`config.mk`:
```
export PLATFORM = sky130hd
export DESIGN_NAME = fpa_div_stage
export DESIGN_NICKNAME = d
export VERILOG_FILES = /design/src/rtl/fpa_pkg.sv /design/src/rtl/fpa_div_stage.sv
export SDC_FILE = /design/constraint.sdc
export NUM_CORES = 1
export LEC_CHECK = 0
export ABC_AREA = 1
export BUFFER_PORTS_ARGS = -buffer_cell sky130_fd_sc_hd__buf_4
export CORE_AREA = 4 4 286 288
export CTS_BUF_LIST = sky130_fd_sc_hd__clkbuf_4 sky130_fd_sc_hd__clkbuf_8
export DETAILED_ROUTE_END_ITERATION = 8
export DIE_AREA = 0 0 290 292
export GPL_TIMING_DRIVEN = 0
export SLEW_MARGIN = 25
export SYNTH_ARGS = -nofsm -noshare
export SYNTH_HDL_FRONTEND = slang
export SYNTH_SLANG_ARGS = --single-unit
```
`constraint.sdc`:
```
create_clock -name clk_i -period 1 [get_ports clk_i]
set_clock_uncertainty 0.2 [all_clocks]
set_input_delay 0 -clock clk_i [delete_from_list [all_inputs] [get_ports clk_i]]
set_output_delay 0 -clock clk_i [all_outputs]
set_load 0.02 [all_outputs]
```
`src/rtl/fpa_pkg.sv`:
```
// shared types, codes and helpers of the fixed-point alu
`default_nettype none

package fpa_pkg;

  // operation selector carried on the input tuser
  typedef enum logic [3:0] {
    OP_ADD = 4'd0,
    OP_SUB = 4'd1,
    OP_EQ  = 4'd2,
    OP_NE  = 4'd3,
    OP_LT  = 4'd4,
    OP_LE  = 4'd5,
    OP_GT  = 4'd6,
    OP_GE  = 4'd7,
    OP_MUL = 4'd8,
    OP_DIV = 4'd9,
    OP_MOD = 4'd10,
    OP_AND = 4'd11,
    OP_OR  = 4'd12,
    OP_XOR = 4'd13,
    OP_SHL = 4'd14,
    OP_SHR = 4'd15
  } fpa_op_e;

  // result status codes
  localparam logic [2:0] ST_OK      = 3'd0;
  localparam logic [2:0] ST_DIV0    = 3'd1;
  localparam logic [2:0] ST_MOD0    = 3'd2;
  localparam logic [2:0] ST_WIDTH   = 3'd3;
  localparam logic [2:0] ST_BITWISE = 3'd4;

  // configuration register indexes
  localparam logic [1:0] REG_WIDTH  = 2'd0;
  localparam logic [1:0] REG_SIGNED = 2'd1;
  localparam logic [1:0] REG_FRAC   = 2'd2;

  // width codes
  localparam logic [1:0] WC_8  = 2'd0;
  localparam logic [1:0] WC_16 = 2'd1;
  localparam logic [1:0] WC_32 = 2'd2;
  localparam logic [1:0] WC_64 = 2'd3;

  // divider geometry: dividend up to 95 bits, divisor and quotient 32 bits
  localparam int DIV_BITS   = 96;
  localparam int DIV_STEPS  = 4;
  localparam int DIV_STAGES = DIV_BITS / DIV_STEPS;

  typedef struct packed {
    logic [1:0] width_code;
    logic       is_signed;
    logic [6:0] frac;
  } fpa_cfg_t;

  // everything an item carries down the pipeline
  typedef struct packed {
    fpa_op_e               kind;
    logic [1:0]            width_code;
    logic [2:0]            status;
    logic [63:0]           simple;
    logic                  na;
    logic                  nb;
    logic [6:0]            frac;
    logic [31:0]           ma;
    logic [31:0]           mb;
    logic [63:0]           prod;
    logic [DIV_BITS-1:0]   dvd;
    logic [31:0]           rem;
    logic [31:0]           quo;
  } fpa_ctx_t;

  // mask of the storage width
  function automatic logic [63:0] width_mask(logic [1:0] wc);
    logic [63:0] m;
    unique case (wc)
      WC_8:    m = 64'h0000_0000_0000_00FF;
      WC_16:   m = 64'h0000_0000_0000_FFFF;
      WC_32:   m = 64'h0000_0000_FFFF_FFFF;
      default: m = 64'hFFFF_FFFF_FFFF_FFFF;
    endcase
    return m;
  endfunction

endpackage

`default_nettype wire

```
`src/rtl/fpa_div_stage.sv`:
```
// one registered slice of the restoring divider
`default_nettype none

module fpa_div_stage (
  input  logic              clk_i,
  input  logic              rst_ni,
  input  logic              en_i,
  input  logic              valid_i,
  input  fpa_pkg::fpa_ctx_t ctx_i,
  output logic              valid_o,
  output fpa_pkg::fpa_ctx_t ctx_o
);
  import fpa_pkg::*;

  fpa_ctx_t    ctx_d, ctx_q;
  logic        valid_q;
  logic [32:0] trial;
  logic        ge;

  // a few shift-compare-subtract steps
  always_comb begin
    ctx_d = ctx_i;
    trial = 33'd0;
    ge    = 1'b0;
    for (int i = 0; i < DIV_STEPS; i++) begin
      trial     = {ctx_d.rem, ctx_d.dvd[DIV_BITS-1]};
      ctx_d.dvd = {ctx_d.dvd[DIV_BITS-2:0], 1'b0};
      ge        = (trial >= {1'b0, ctx_d.mb});
      ctx_d.rem = ge ? 32'(trial - {1'b0, ctx_d.mb}) : trial[31:0];
      ctx_d.quo = {ctx_d.quo[30:0], ge};
    end
  end

  always_ff @(posedge clk_i or negedge rst_ni) begin
    if (!rst_ni) begin
      valid_q <= 1'b0;
    end else if (en_i) begin
      valid_q <= valid_i;
    end
  end

  always_ff @(posedge clk_i) begin
    if (en_i) ctx_q <= ctx_d;
  end

  assign valid_o = valid_q;
  assign ctx_o   = ctx_q;

endmodule

`default_nettype wire

```
==> insert_results.sql, run 1 <==
INSERT INTO impl_metrics (metric_group, metric, value, unit) VALUES
('routing', 'first_iter_violations', '2220', ''),
('cts', 'cts_htree_levels', '3', ''),
('hold_path', 'holdCritPathClass', 'input port to flop', ''),
('final_layout', 'layout.nets', '4306', ''),
('global_route', 'grtUsageTotal', '0.304', ''),
('synth', 'yosys_warnings', '0', ''),
('synth', 'synth.cell_area', '20600', 'sq um'),
('die', 'initial_utilization', '0.261', ''),
('power', 'p_leak', '19.0', 'nW'),
('synth', 'synthFlopType', 'edfxtp_1', ''),
('die', 'die_area', '84700', 'sq um'),
('power', 'sum_of_internal_switching_and_leakage_power', '120', 'mW'),
('synth', 'synth_sequential_area_ratio', '0.536', ''),
('outcome', 'outcome', 'finished, violations left', ''),
('timing', 'final_max_slew_viol_count', '0', ''),
('global_route', 'globalRouteOverflowTotal', '0', ''),
('synth', 'synthesis.instances', '2166', ''),
('routing', 'drc', '0', ''),
('worst_setup_path', 'crit_required', '1.19', 'ns'),
('worst_setup_path', 'regToRegEndpoint', 'valid_o', ''),
('routing', 'viasPerCell', '4.91', ''),
('hold_path', 'hp-start', 'en_i', ''),
('timing', 'final_critical_path_setup_slack', '-6.47', 'ns'),
('global_route', 'grt_antenna_before_repair', '57', ''),
('hold_path', 'worst_hold_path.num_cells', '1', ''),
('synth', 'synth_cell_types', '51', ''),
('final_layout', 'drive_above_1_share', '0.457', ''),
('cts', 'clk_transition_reported_paths', '0.06', 'ns'),
('worst_setup_path', 'worstSetupPathType', 'input port to flop', ''),
('worst_setup_path', 'worstSetupEndpointType', 'flop', ''),
('final_layout', 'finalNonFillerCells', '4934', ''),
('final_layout', 'layout_commonest_cell', 'buf_4', ''),
('hold_path', 'hold_end', 'ctx_o[228]', ''),
('timing', 'tightest_slew', '0.663', 'ns'),
('worst_setup_path', 'worst-r2r-cell-count', '2', ''),
('placed_design', 'placement.io_buffers', '736', ''),
('placed_design', 'dp.final_hpwl', '98900', 'um'),
('cts', 'worst_skew_pair.late_latency', '0.66', 'ns'),
('placed_design', 'place_area', '28200', 'sq um'),
('timing', 'final_setup_violation_count', '501', ''),
('cts', 'clock_path_buffers', '3', ''),
('global_route', 'grt_start_max_net_pins', '84', ''),
('worst_setup_path', 'timing.critical_path.slowest_cell_delay', '0.37', 'ns'),
('placed_design', 'placedCellCount', '3959', ''),
('timing', 'whs', '-0.466', 'ns'),
('placed_design', 'preCtsSetupSlack', '-9.01', 'ns'),
('power', 'power.density', '2810', 'nW/um^2'),
('synth', 'postSynth.asyncResetShare', '0.00272', ''),
('cts', 'cts_root_buf', 'clkbuf_8', ''),
('run', 'drv.max_cap_violation_count', '0', ''),
('die', 'chipWidth', '290', 'um'),
('timing', 'maximum_clock_frequency', '134', 'MHz'),
('die', 'design.portCount', '745', ''),
('placed_design', 'finalWeightedCongestion', '0.989', ''),
('final_layout', 'final_cell_mix', 'buf_4, dlygate4sd3_1, nand2_1, buf_6, edfxtp_1', ''),
('final_layout', 'area_growth', '108', '%'),
('routing', 'drt.antenna.violating_nets', '0', ''),
('final_layout', 'postLayoutCellArea', '42800', 'sq um'),
('timing', 'final_min_period_over_clock_period', '7.47', ''),
('worst_setup_path', 'critPathArrivalTime', '7.65', 'ns'),
('die', 'dieHeight', '292', 'um'),
('outcome', 'violations', 'hold timing, setup timing', ''),
('timing', 'slew_headroom', '0.553', ''),
('cts', 'cts_made_buffers', '73', ''),
('worst_setup_path', 'worst_reg2reg_setup_slack', '-0.11', 'ns'),
('worst_setup_path', 'startpoint_type', 'input port', ''),
('die', 'core_area', '78900', 'sq um'),
('timing', 'hold_viol_final', '282', ''),
('routing', 'detailedRoute.firstPassIterationCount', '6', ''),
('worst_setup_path', 'startpoint_of_the_worst_slack_reg_to_reg_timing_path', 'valid_o', ''),
('routing', 'finalWirelength', '136000', 'um');
## worst reg2reg max path: cells and delay by family, from the launching register on
kind	cells	cell delay (ns)
buffers and inverters	1	0.12
DFF	1	0.41
muxes	1	0.26
## where the power goes
part / leakage (nW) / switching, mW / internal [mW]
clock network: 0.723 / 7.70 / 7.86
logic: 14.7 / 48.0 / 35.3
registers: 3.59 / 1.01 / 20.2
## cells in the mapped netlist, types with 4 or more instances
master    instances  area (sq um)
nor3_1           21           105
nand3b_1         14           105
buf_4            10          75.1
xor2_1           61           534
fa_1              4          80.1
nand4_1          18           113
edfxtp_1        366         11000
a221oi_1          5          43.8
nor2_2            6          37.5
nand2_1         642          2410
a21oi_1         122           611
nor4_1           12          75.1
nand3_1         149           746
a31oi_1          14          87.6
xnor2_1          37           324
o21bai_1         16           120
ha_1            128          1600
o21ai_0          85           425
inv_2             6          22.5
buf_2            14          70.1
inv_1           227           852
o21a_1            6          45.0
nand2_2           4          25.0
buf_6             6          67.6
or2_2             7          43.8
a21o_1           12          90.1
nor2_1          137           514
## what timing repair did
| action | CTS | global route |
|---|---|---|
| setup endpoints to repair | 484 | 570 |
| setup buffers | 200 | 53 |
| hold endpoints to repair | 619 | 365 |
| pin swaps | 176 | 136 |
| gates resized for setup | 980 | 260 |
| hold buffers | 583 | 26 |
| cloned | 12 | 1 |
## logic make-up after synthesis
kind of cell	Yosys count	share of synthesized area
AO/OA/AOI/OAI	274	0.0751
XOR/XNOR	98	0.0418
adder cells (fa/ha/maj)	132	0.0818
buffers and inverters	269	0.0540
flip-flops	367	0.536
multiplexers	1	0.000548
other	1	0.000182
AND/OR/NAND/NOR	1024	0.211
## registers in the layout (all words and copies together) (netlist names)
register	cells
ctx_o	366
valid_o	1
## how the worst max path moves through the flow
stage          slack, ns  depth (start not counted)       start   endpoint
2_1_floorplan      -5.93                         52  ctx_i[242]  ctx_o[53]
3_3_place_gp       -9.03                         52  ctx_i[246]  ctx_o[51]
3_5_place_dp       -9.01                         52  ctx_i[246]  ctx_o[48]
4_1_cts            -6.17                         55  ctx_i[236]  ctx_o[54]
5_1_grt            -6.63                         58  ctx_i[159]  ctx_o[62]
6_report           -6.47                         55  ctx_i[240]  ctx_o[54]
## layer usage
metal / GRT usage / vias up / wire length (um)
met3: 0.0885 / 333 / 14400
met2: 0.482 / 1425 / 60400
met4: 0.132 / 24 / 7570
li1: - / 10700 / -
met5: 0 / - / 152
met1: 0.387 / 11700 / 53000
## cell type report
| cell class | instances | area [sq um] | share of cell area |
|---|---|---|---|
| diodes | 31 | 77.6 | 0.00181 |
| repair buffers | 1556 | 15300 | 0.357 |
| well taps | 1050 | 1310 | 0.0307 |
| inverters | 235 | 1010 | 0.0236 |
| clock buffers | 83 | 1080 | 0.0253 |
| plain buffers | 34 | 472 | 0.0110 |
| flip-flops and latches | 367 | 11000 | 0.258 |
| multi-input cells | 1533 | 12200 | 0.285 |
| clock inverters | 45 | 315 | 0.00738 |
No activity file was read; power rests on OpenSTA's default activity.
==> run 2, diff against run 1 <==
- clock period: 1 -> 9.13 ns (I/O delays scaled with it)
==> run 2 against run 1 <==
The flow now finishes without violations. Power decreased by 92%. Core utilization decreased by 8.4 points. Routed wire length decreased by 9.6%. Non-clock buffer count decreased by 155. Critical path type unchanged.
==> insert_results.sql, run 2 (synthesis gave the netlist of run 1 again) <==
INSERT INTO impl_metrics (metric_group, metric, value, unit) VALUES
('worst_setup_path', 'cp_slowest_cell', 'o21ai_0', ''),
('global_route', 'grtUsageTotal', '0.276', ''),
('final_layout', 'postLayoutCellArea', '36200', 'sq um'),
('die', 'core_area', '78900', 'sq um'),
('global_route', 'grt_start_max_net_pins', '83', ''),
('placed_design', 'dp.final_hpwl', '96500', 'um'),
('worst_setup_path', 'path_max_fanout', '10', ''),
('power', 'pwr-share-clk', '0.182', ''),
('hold_path', 'holdCritPathClass', 'input port to flop', ''),
('worst_setup_path', 'timing.critical_path.mode_cell', 'nand2_1', ''),
('timing', 'hold_viol_final', '0', ''),
('run', 'drv.max_cap_violation_count', '0', ''),
('die', 'chipWidth', '290', 'um'),
('worst_setup_path', 'worstSetupPathType', 'input port to flop', ''),
('cts', 'cts_htree_levels', '3', ''),
('worst_setup_path', 'critical_path_depth', '53', ''),
('routing', 'first_iter_violations', '2021', ''),
('worst_setup_path', 'cpLargestDelayFamily', 'simple AND/OR/NAND/NOR gates', ''),
('power', 'seqPwrFrac', '0.241', ''),
('global_route', 'globalRouteOverflowTotal', '0', ''),
('die', 'die_area', '84700', 'sq um'),
('worst_setup_path', 'startpoint_type', 'input port', ''),
('die', 'num_rows', '103', ''),
('cts', 'worst_skew_pair.late_latency', '0.65', 'ns'),
('power', 'netSwitchingPower', '4.33', 'mW'),
('routing', 'wire_per_inst', '25.7', 'um'),
('timing', 'final_setup_violation_count', '0', ''),
('power', 'power.density', '260', 'nW/um^2'),
('worst_setup_path', 'crit_required', '9.43', 'ns'),
('die', 'dieHeight', '292', 'um'),
('placed_design', 'place_area', '27500', 'sq um'),
('worst_setup_path', 'worst_reg2reg_setup_slack', '8.15', 'ns'),
('final_layout', 'final_cell_mix', 'buf_4, nand2_1, dlygate4sd3_1, edfxtp_1, inv_1', ''),
('power', 'p_leak', '16.2', 'nW'),
('timing', 'final_min_period_over_clock_period', '0.961', ''),
('worst_setup_path', 'timing.critical_path.slowest_cell_delay', '0.45', 'ns'),
('worst_setup_path', 'cp_num_buf_inv', '8', ''),
('outcome', 'outcome', 'complete, no violations', ''),
('final_layout', 'drive_above_1_share', '0.281', ''),
('placed_design', 'placement.io_buffers', '736', ''),
('routing', 'drc', '0', ''),
('timing', 'tightest_slew', '0.596', 'ns'),
('timing', 'final_max_slew_viol_count', '0', ''),
('routing', 'route.vias.total', '22400', ''),
('worst_setup_path', 'worst-r2r-cell-count', '1', ''),
('power', 'vdd_drop_max', '0.166', 'mV'),
('cts', 'cts.sink_count', '367', ''),
('routing', 'detailedRoute.firstPassIterationCount', '7', ''),
('worst_setup_path', 'worstSetupEndpointType', 'flop', ''),
('routing', 'viasPerCell', '4.70', ''),
('die', 'initial_utilization', '0.261', ''),
('timing', 'slew_headroom', '0.598', ''),
('timing', 'time_the_worst_path_needs_with_i_o_delays_and_setup', '8.77', 'ns'),
('power', 'internal-power', '5.08', 'mW'),
('final_layout', 'layout.nets', '4149', ''),
('final_layout', 'sequential_cell_area', '11000', 'sq um'),
('die', 'design.portCount', '745', ''),
('cts', 'clk_transition_reported_paths', '0.05', 'ns'),
('final_layout', 'area_growth', '75.9', '%'),
('final_layout', 'largest_reg_flops', '366', ''),
('cts', 'cts_made_buffers', '70', ''),
('final_layout', 'layout_commonest_cell', 'buf_4', ''),
('power', 'comb_power_share', '0.577', ''),
('cts', 'cts_tree', 'yes', ''),
('timing', 'maximum_clock_frequency', '114', 'MHz'),
('worst_setup_path', 'critPathArrivalTime', '9.07', 'ns'),
('power', 'sum_of_internal_switching_and_leakage_power', '9.41', 'mW'),
('cts', 'clock_path_buffers', '3', ''),
('hold_path', 'worst_hold_path.num_cells', '2', ''),
('cts', 'cts_root_buf', 'clkbuf_8', ''),
('final_layout', 'area_taken_by_multi_input_logic_gates', '8930', 'sq um'),
('global_route', 'grt_antenna_before_repair', '52', ''),
('final_layout', 'nFillCells', '7622', ''),
('placed_design', 'finalWeightedCongestion', '1.00', ''),
('global_route', 'grt_pass1_wl', '166000', 'um'),
('power', 'power_switching_share', '0.460', ''),
('routing', 'finalWirelength', '123000', 'um'),
('global_route', 'first_global_vias', '21800', ''),
('routing', 'drt.antenna.violating_nets', '0', '');
-- run 2: changes by cell type in the layout (fill, tap and decap cells not counted), moves of 44 or more --
cell | before | now
a21oi_1 | 70 | 114
dlymetal6s4s_1 | 73 | 0
nand2_2 | 140 | 6
nand2_1 | 408 | 640
buf_4 | 587 | 777
buf_6 | 392 | 9
nand2_4 | 97 | 0
dlygate4sd3_1 | 480 | 631
ha_4 | 111 | 26
ha_1 | 14 | 101
-- run 2: power by group through the flow --
stage / Combinational, mW / Clock (mW) / Sequential, mW
global placement: 4.96 / 0 / 2.31
finish: 5.43 / 1.71 / 2.27
floorplan: 2.95 / 0 / 2.56
global route: 5.88 / 1.84 / 2.29
CTS: 5.25 / 1.78 / 2.27
detailed placement: 4.95 / 0 / 2.30
-- run 2: routing by layer --
layer | vias to the layer above | share of wire | wire length, um | GRT usage
met5 | - | 0.0011 | 138 | 0
met4 | 24 | 0.045 | 5490 | 0.115
met3 | 205 | 0.094 | 11500 | 0.0781
met2 | 1084 | 0.44 | 54400 | 0.428
met1 | 10700 | 0.42 | 51100 | 0.364
li1 | 10400 | - | - | -
-- run 2: area by class of cell --
cell class,instances,area share
repair buffers,1401,0.337
flip-flops and latches,367,0.305
multi-input cells,1534,0.247
well taps,1050,0.0363
clock buffers,96,0.0324
inverters,235,0.0271
plain buffers,34,0.00737
clock inverters,24,0.00661
diodes,18,0.00125
-- run 2: final timing paths --
path                       startpoint   endpoint
max                        ctx_i[252]  ctx_o[62]
min                          ctx_i[4]   ctx_o[8]
max reg2reg                   valid_o    valid_o
min reg2reg                   valid_o    valid_o
max in group asynchronous      rst_ni    valid_o
min in group asynchronous      rst_ni    valid_o
-- run 2: through the flow --
stage / setup TNS (ns) / utilization / std cells / setup WS [ns] / hold slack, ns
after CTS: 0 / 0.448 / 4712 / 0.00895 / 0.0122
after global placement: -48.50 / 0.347 / 3955 / -1.76 / -0.424
final: 0 / 0.458 / 4759 / 0.358 / 0.0513
after detailed placement: -48.67 / 0.349 / 3959 / -1.76 / -0.424
after global routing: -0.00685 / 0.458 / 4747 / -0.00685 / 0.0240
after floorplan: 0 / - / 2169 / 1.51 / -0.496
-- run 2: repair_timing --
item,in CTS,in global routing
resized for setup,20,113
buffers inserted,2,28
endpoints found under the setup margin,33,33
hold endpoints to repair,484,0
gates cloned,0,1
hold buffers,631,0
pin swaps,1,8
==> run 3, diff against run 2 <==
- CORE_AREA: 4 4 286 288 -> 4 4 287 289
- DIE_AREA: 0 0 290 292 -> 0 0 291 293
==> run 3 against run 2 <==
Via count rose by 0.18%. Power rose by 2.6%. Clock power rose by 8%. Largest power group unchanged. Routed wire length rose by 3.7%. Global-route usage rose by 0.79 points. Critical path depth fell by 1.
==> insert_results.sql, run 3 (synthesis gave the netlist of run 1 again) <==
INSERT INTO impl_metrics (metric_group, metric, value, unit) VALUES
('cts', 'cts_tree', 'yes', ''),
('hold_path', 'hp-start', 'ctx_i[281]', ''),
('final_layout', 'layout_commonest_cell', 'buf_4', ''),
('timing', 'grt_setup_unrepaired', 'no', ''),
('die', 'initial_utilization', '0.257', ''),
('global_route', 'grt_antenna_before_repair', '58', ''),
('global_route', 'first_global_vias', '21900', ''),
('routing', 'drc', '0', ''),
('placed_design', 'placement.io_buffers', '736', ''),
('routing', 'drt.antenna.violating_nets', '0', ''),
('final_layout', 'area_growth', '76.5', '%'),
('timing', 'final_max_slew_viol_count', '0', ''),
('global_route', 'grt_pass1_wl', '171000', 'um'),
('global_route', 'fraction_of_met1_tracks_used_by_global_routing', '0.367', ''),
('die', 'chipWidth', '291', 'um'),
('cts', 'cts_htree_levels', '3', ''),
('global_route', 'global_route.usage.met2', '0.437', ''),
('worst_setup_path', 'cp_slowest_cell', 'fa_1', ''),
('worst_setup_path', 'crit_required', '9.31', 'ns'),
('worst_setup_path', 'cpLargestDelayFamily', 'simple AND/OR/NAND/NOR gates', ''),
('global_route', 'globalRouteOverflowTotal', '0', ''),
('routing', 'route.vias.total', '22400', ''),
('die', 'dieHeight', '293', 'um'),
('timing', 'maximum_clock_frequency', '114', 'MHz'),
('routing', 'wire_per_inst', '26.5', 'um'),
('power', 'vdd_drop_max', '0.227', 'mV'),
('final_layout', 'layout.nets', '4155', ''),
('placed_design', 'preCtsSetupSlack', '-2.17', 'ns'),
('global_route', 'grt_start_max_net_pins', '93', ''),
('worst_setup_path', 'timing.critical_path.mode_cell', 'nand2_1', ''),
('power', 'p_leak', '16.2', 'nW'),
('worst_setup_path', 'worstSetupPathType', 'input port to flop', ''),
('final_layout', 'largest_reg_flops', '366', ''),
('hold_path', 'holdCritPathClass', 'input port to flop', ''),
('die', 'num_rows', '104', ''),
('cts', 'clock_path_buffers', '3', ''),
('final_layout', 'nFillCells', '7770', ''),
('worst_setup_path', 'path_max_fanout', '10', ''),
('cts', 'worst_skew_pair.late_latency', '0.65', 'ns'),
('routing', 'viasPerCell', '4.68', ''),
('final_layout', 'fin_util', '0.454', ''),
('worst_setup_path', 'critical_path_depth', '52', ''),
('routing', 'detailedRoute.firstPassIterationCount', '5', ''),
('cts', 'cts_made_buffers', '72', ''),
('global_route', 'groute.layer.met3.usage', '0.0892', ''),
('power', 'power.density', '266', 'nW/um^2'),
('cts', 'cts_root_buf', 'clkbuf_8', ''),
('cts', 'clk_transition_reported_paths', '0.06', 'ns'),
('die', 'core_area', '79900', 'sq um'),
('placed_design', 'dp.final_hpwl', '100000', 'um'),
('final_layout', 'final_cell_mix', 'buf_4, dlygate4sd3_1, nand2_1, edfxtp_1, inv_1', ''),
('power', 'sum_of_internal_switching_and_leakage_power', '9.65', 'mW'),
('global_route', 'grt.busiest_layer', 'met2', ''),
('timing', 'final_setup_violation_count', '0', ''),
('worst_setup_path', 'worstSetupEndpointType', 'flop', ''),
('final_layout', 'drive_above_1_share', '0.282', ''),
('timing', 'slew_headroom', '0.629', ''),
('worst_setup_path', 'worst-r2r-cell-count', '2', ''),
('placed_design', 'finalWeightedCongestion', '1.00', ''),
('global_route', 'grtUsageTotal', '0.284', ''),
('routing', 'finalWirelength', '127000', 'um'),
('worst_setup_path', 'start_point_of_the_critical_path', 'ctx_i[240]', ''),
('worst_setup_path', 'cp_num_buf_inv', '7', ''),
('cts', 'cts.sink_count', '367', ''),
('worst_setup_path', 'regToRegEndpoint', 'valid_o', ''),
('die', 'die_area', '85300', 'sq um'),
('worst_setup_path', 'timing.critical_path.slowest_cell_delay', '0.45', 'ns'),
('outcome', 'outcome', 'complete, no violations', ''),
('timing', 'final_critical_path_setup_slack', '0.359', 'ns'),
('timing', 'final_min_period_over_clock_period', '0.961', ''),
('timing', 'time_the_worst_path_needs_with_i_o_delays_and_setup', '8.77', 'ns'),
('worst_setup_path', 'startpoint_type', 'input port', ''),
('worst_setup_path', 'worst_setup_path_endpoint', 'ctx_o[60]', ''),
('run', 'drv.max_cap_violation_count', '0', ''),
('timing', 'tightest_slew', '0.551', 'ns'),
('worst_setup_path', 'startpoint_of_the_worst_slack_reg_to_reg_timing_path', 'valid_o', ''),
('timing', 'hold_viol_final', '0', ''),
('worst_setup_path', 'critPathArrivalTime', '8.95', 'ns'),
('timing', 'fin_setup_tns', '0', 'ns'),
('worst_setup_path', 'worst_reg2reg_setup_slack', '7.63', 'ns'),
('die', 'design.portCount', '745', ''),
('routing', 'first_iter_violations', '1604', '');
-- run 3: cell types whose count changed in the layout (fill, tap and decap cells not counted), sizes merged --
cell / before / now
buf: 799 / 793
clkbuf: 101 / 99
clkinv: 16 / 23
bufinv: 3 / 7
nor2: 148 / 147
clkinvlp: 30 / 28
diode: 18 / 28
dlygate4sd3: 631 / 641
inv: 210 / 211
-- run 3: layout make-up --
type                            instances  area [sq um]  share of cell area
Timing Repair Buffer                 1406         12200               0.338
Sequential cell                       367         11000               0.304
Multi-Input combinational cell       1533          8860               0.244
Tap cell                             1060          1330              0.0366
Clock buffer                           93          1150              0.0318
Inverter                              235           972              0.0268
Clock inverter                         34           360             0.00993
Buffer                                 34           270             0.00745
Antenna cell                           28          70.1             0.00193
-- run 3: metal layers --
layer / vias up / routed length [um]
met5: - / 167
met4: 26 / 6900
met3: 244 / 12800
met2: 1097 / 55400
met1: 10700 / 51700
li1: 10400 / -
-- run 3: worst min-delay path by stage --
stage,to,slack [ns],cells after the start
floorplan,valid_o,-0.50,0
global placement,valid_o,-0.42,1
detailed placement,valid_o,-0.42,1
CTS,ctx_o[238],0.0003,2
global route,ctx_o[238],0.03,2
finish,ctx_o[281],0.03,2
-- run 3: worst reg2reg max path, cell delays in order (launching register included) --
cell and delay [ns]:
dfrtp_1 0.37, mux2_2 0.26, dlygate4sd3_1 0.55
-- run 3: what timing repair did --
action,in CTS,in global routing
setup endpoints to repair,33,33
buffers inserted,14,11
pin swaps,2,8
endpoints found under the hold margin,438,0
hold buffers,641,0
gates resized for setup,64,80
-- run 3: power breakdown --
part	switching (mW)	leakage [nW]	total, mW	internal, mW
clock	0.812	0.782	1.84	1.03
sequential	0.0682	3.59	2.27	2.20
combinational	3.56	11.9	5.54	1.98
-- run 3: stage by stage --
step	cell area [sq um]	hold WS, ns	std cells
2_1_floorplan	20600	-0.496	2169
3_3_place_gp	27400	-0.424	3965
3_5_place_dp	27500	-0.421	3969
4_1_cts	35900	0.000296	4751
5_1_grt	36200	0.0342	4768
6_report	36300	0.0332	4790
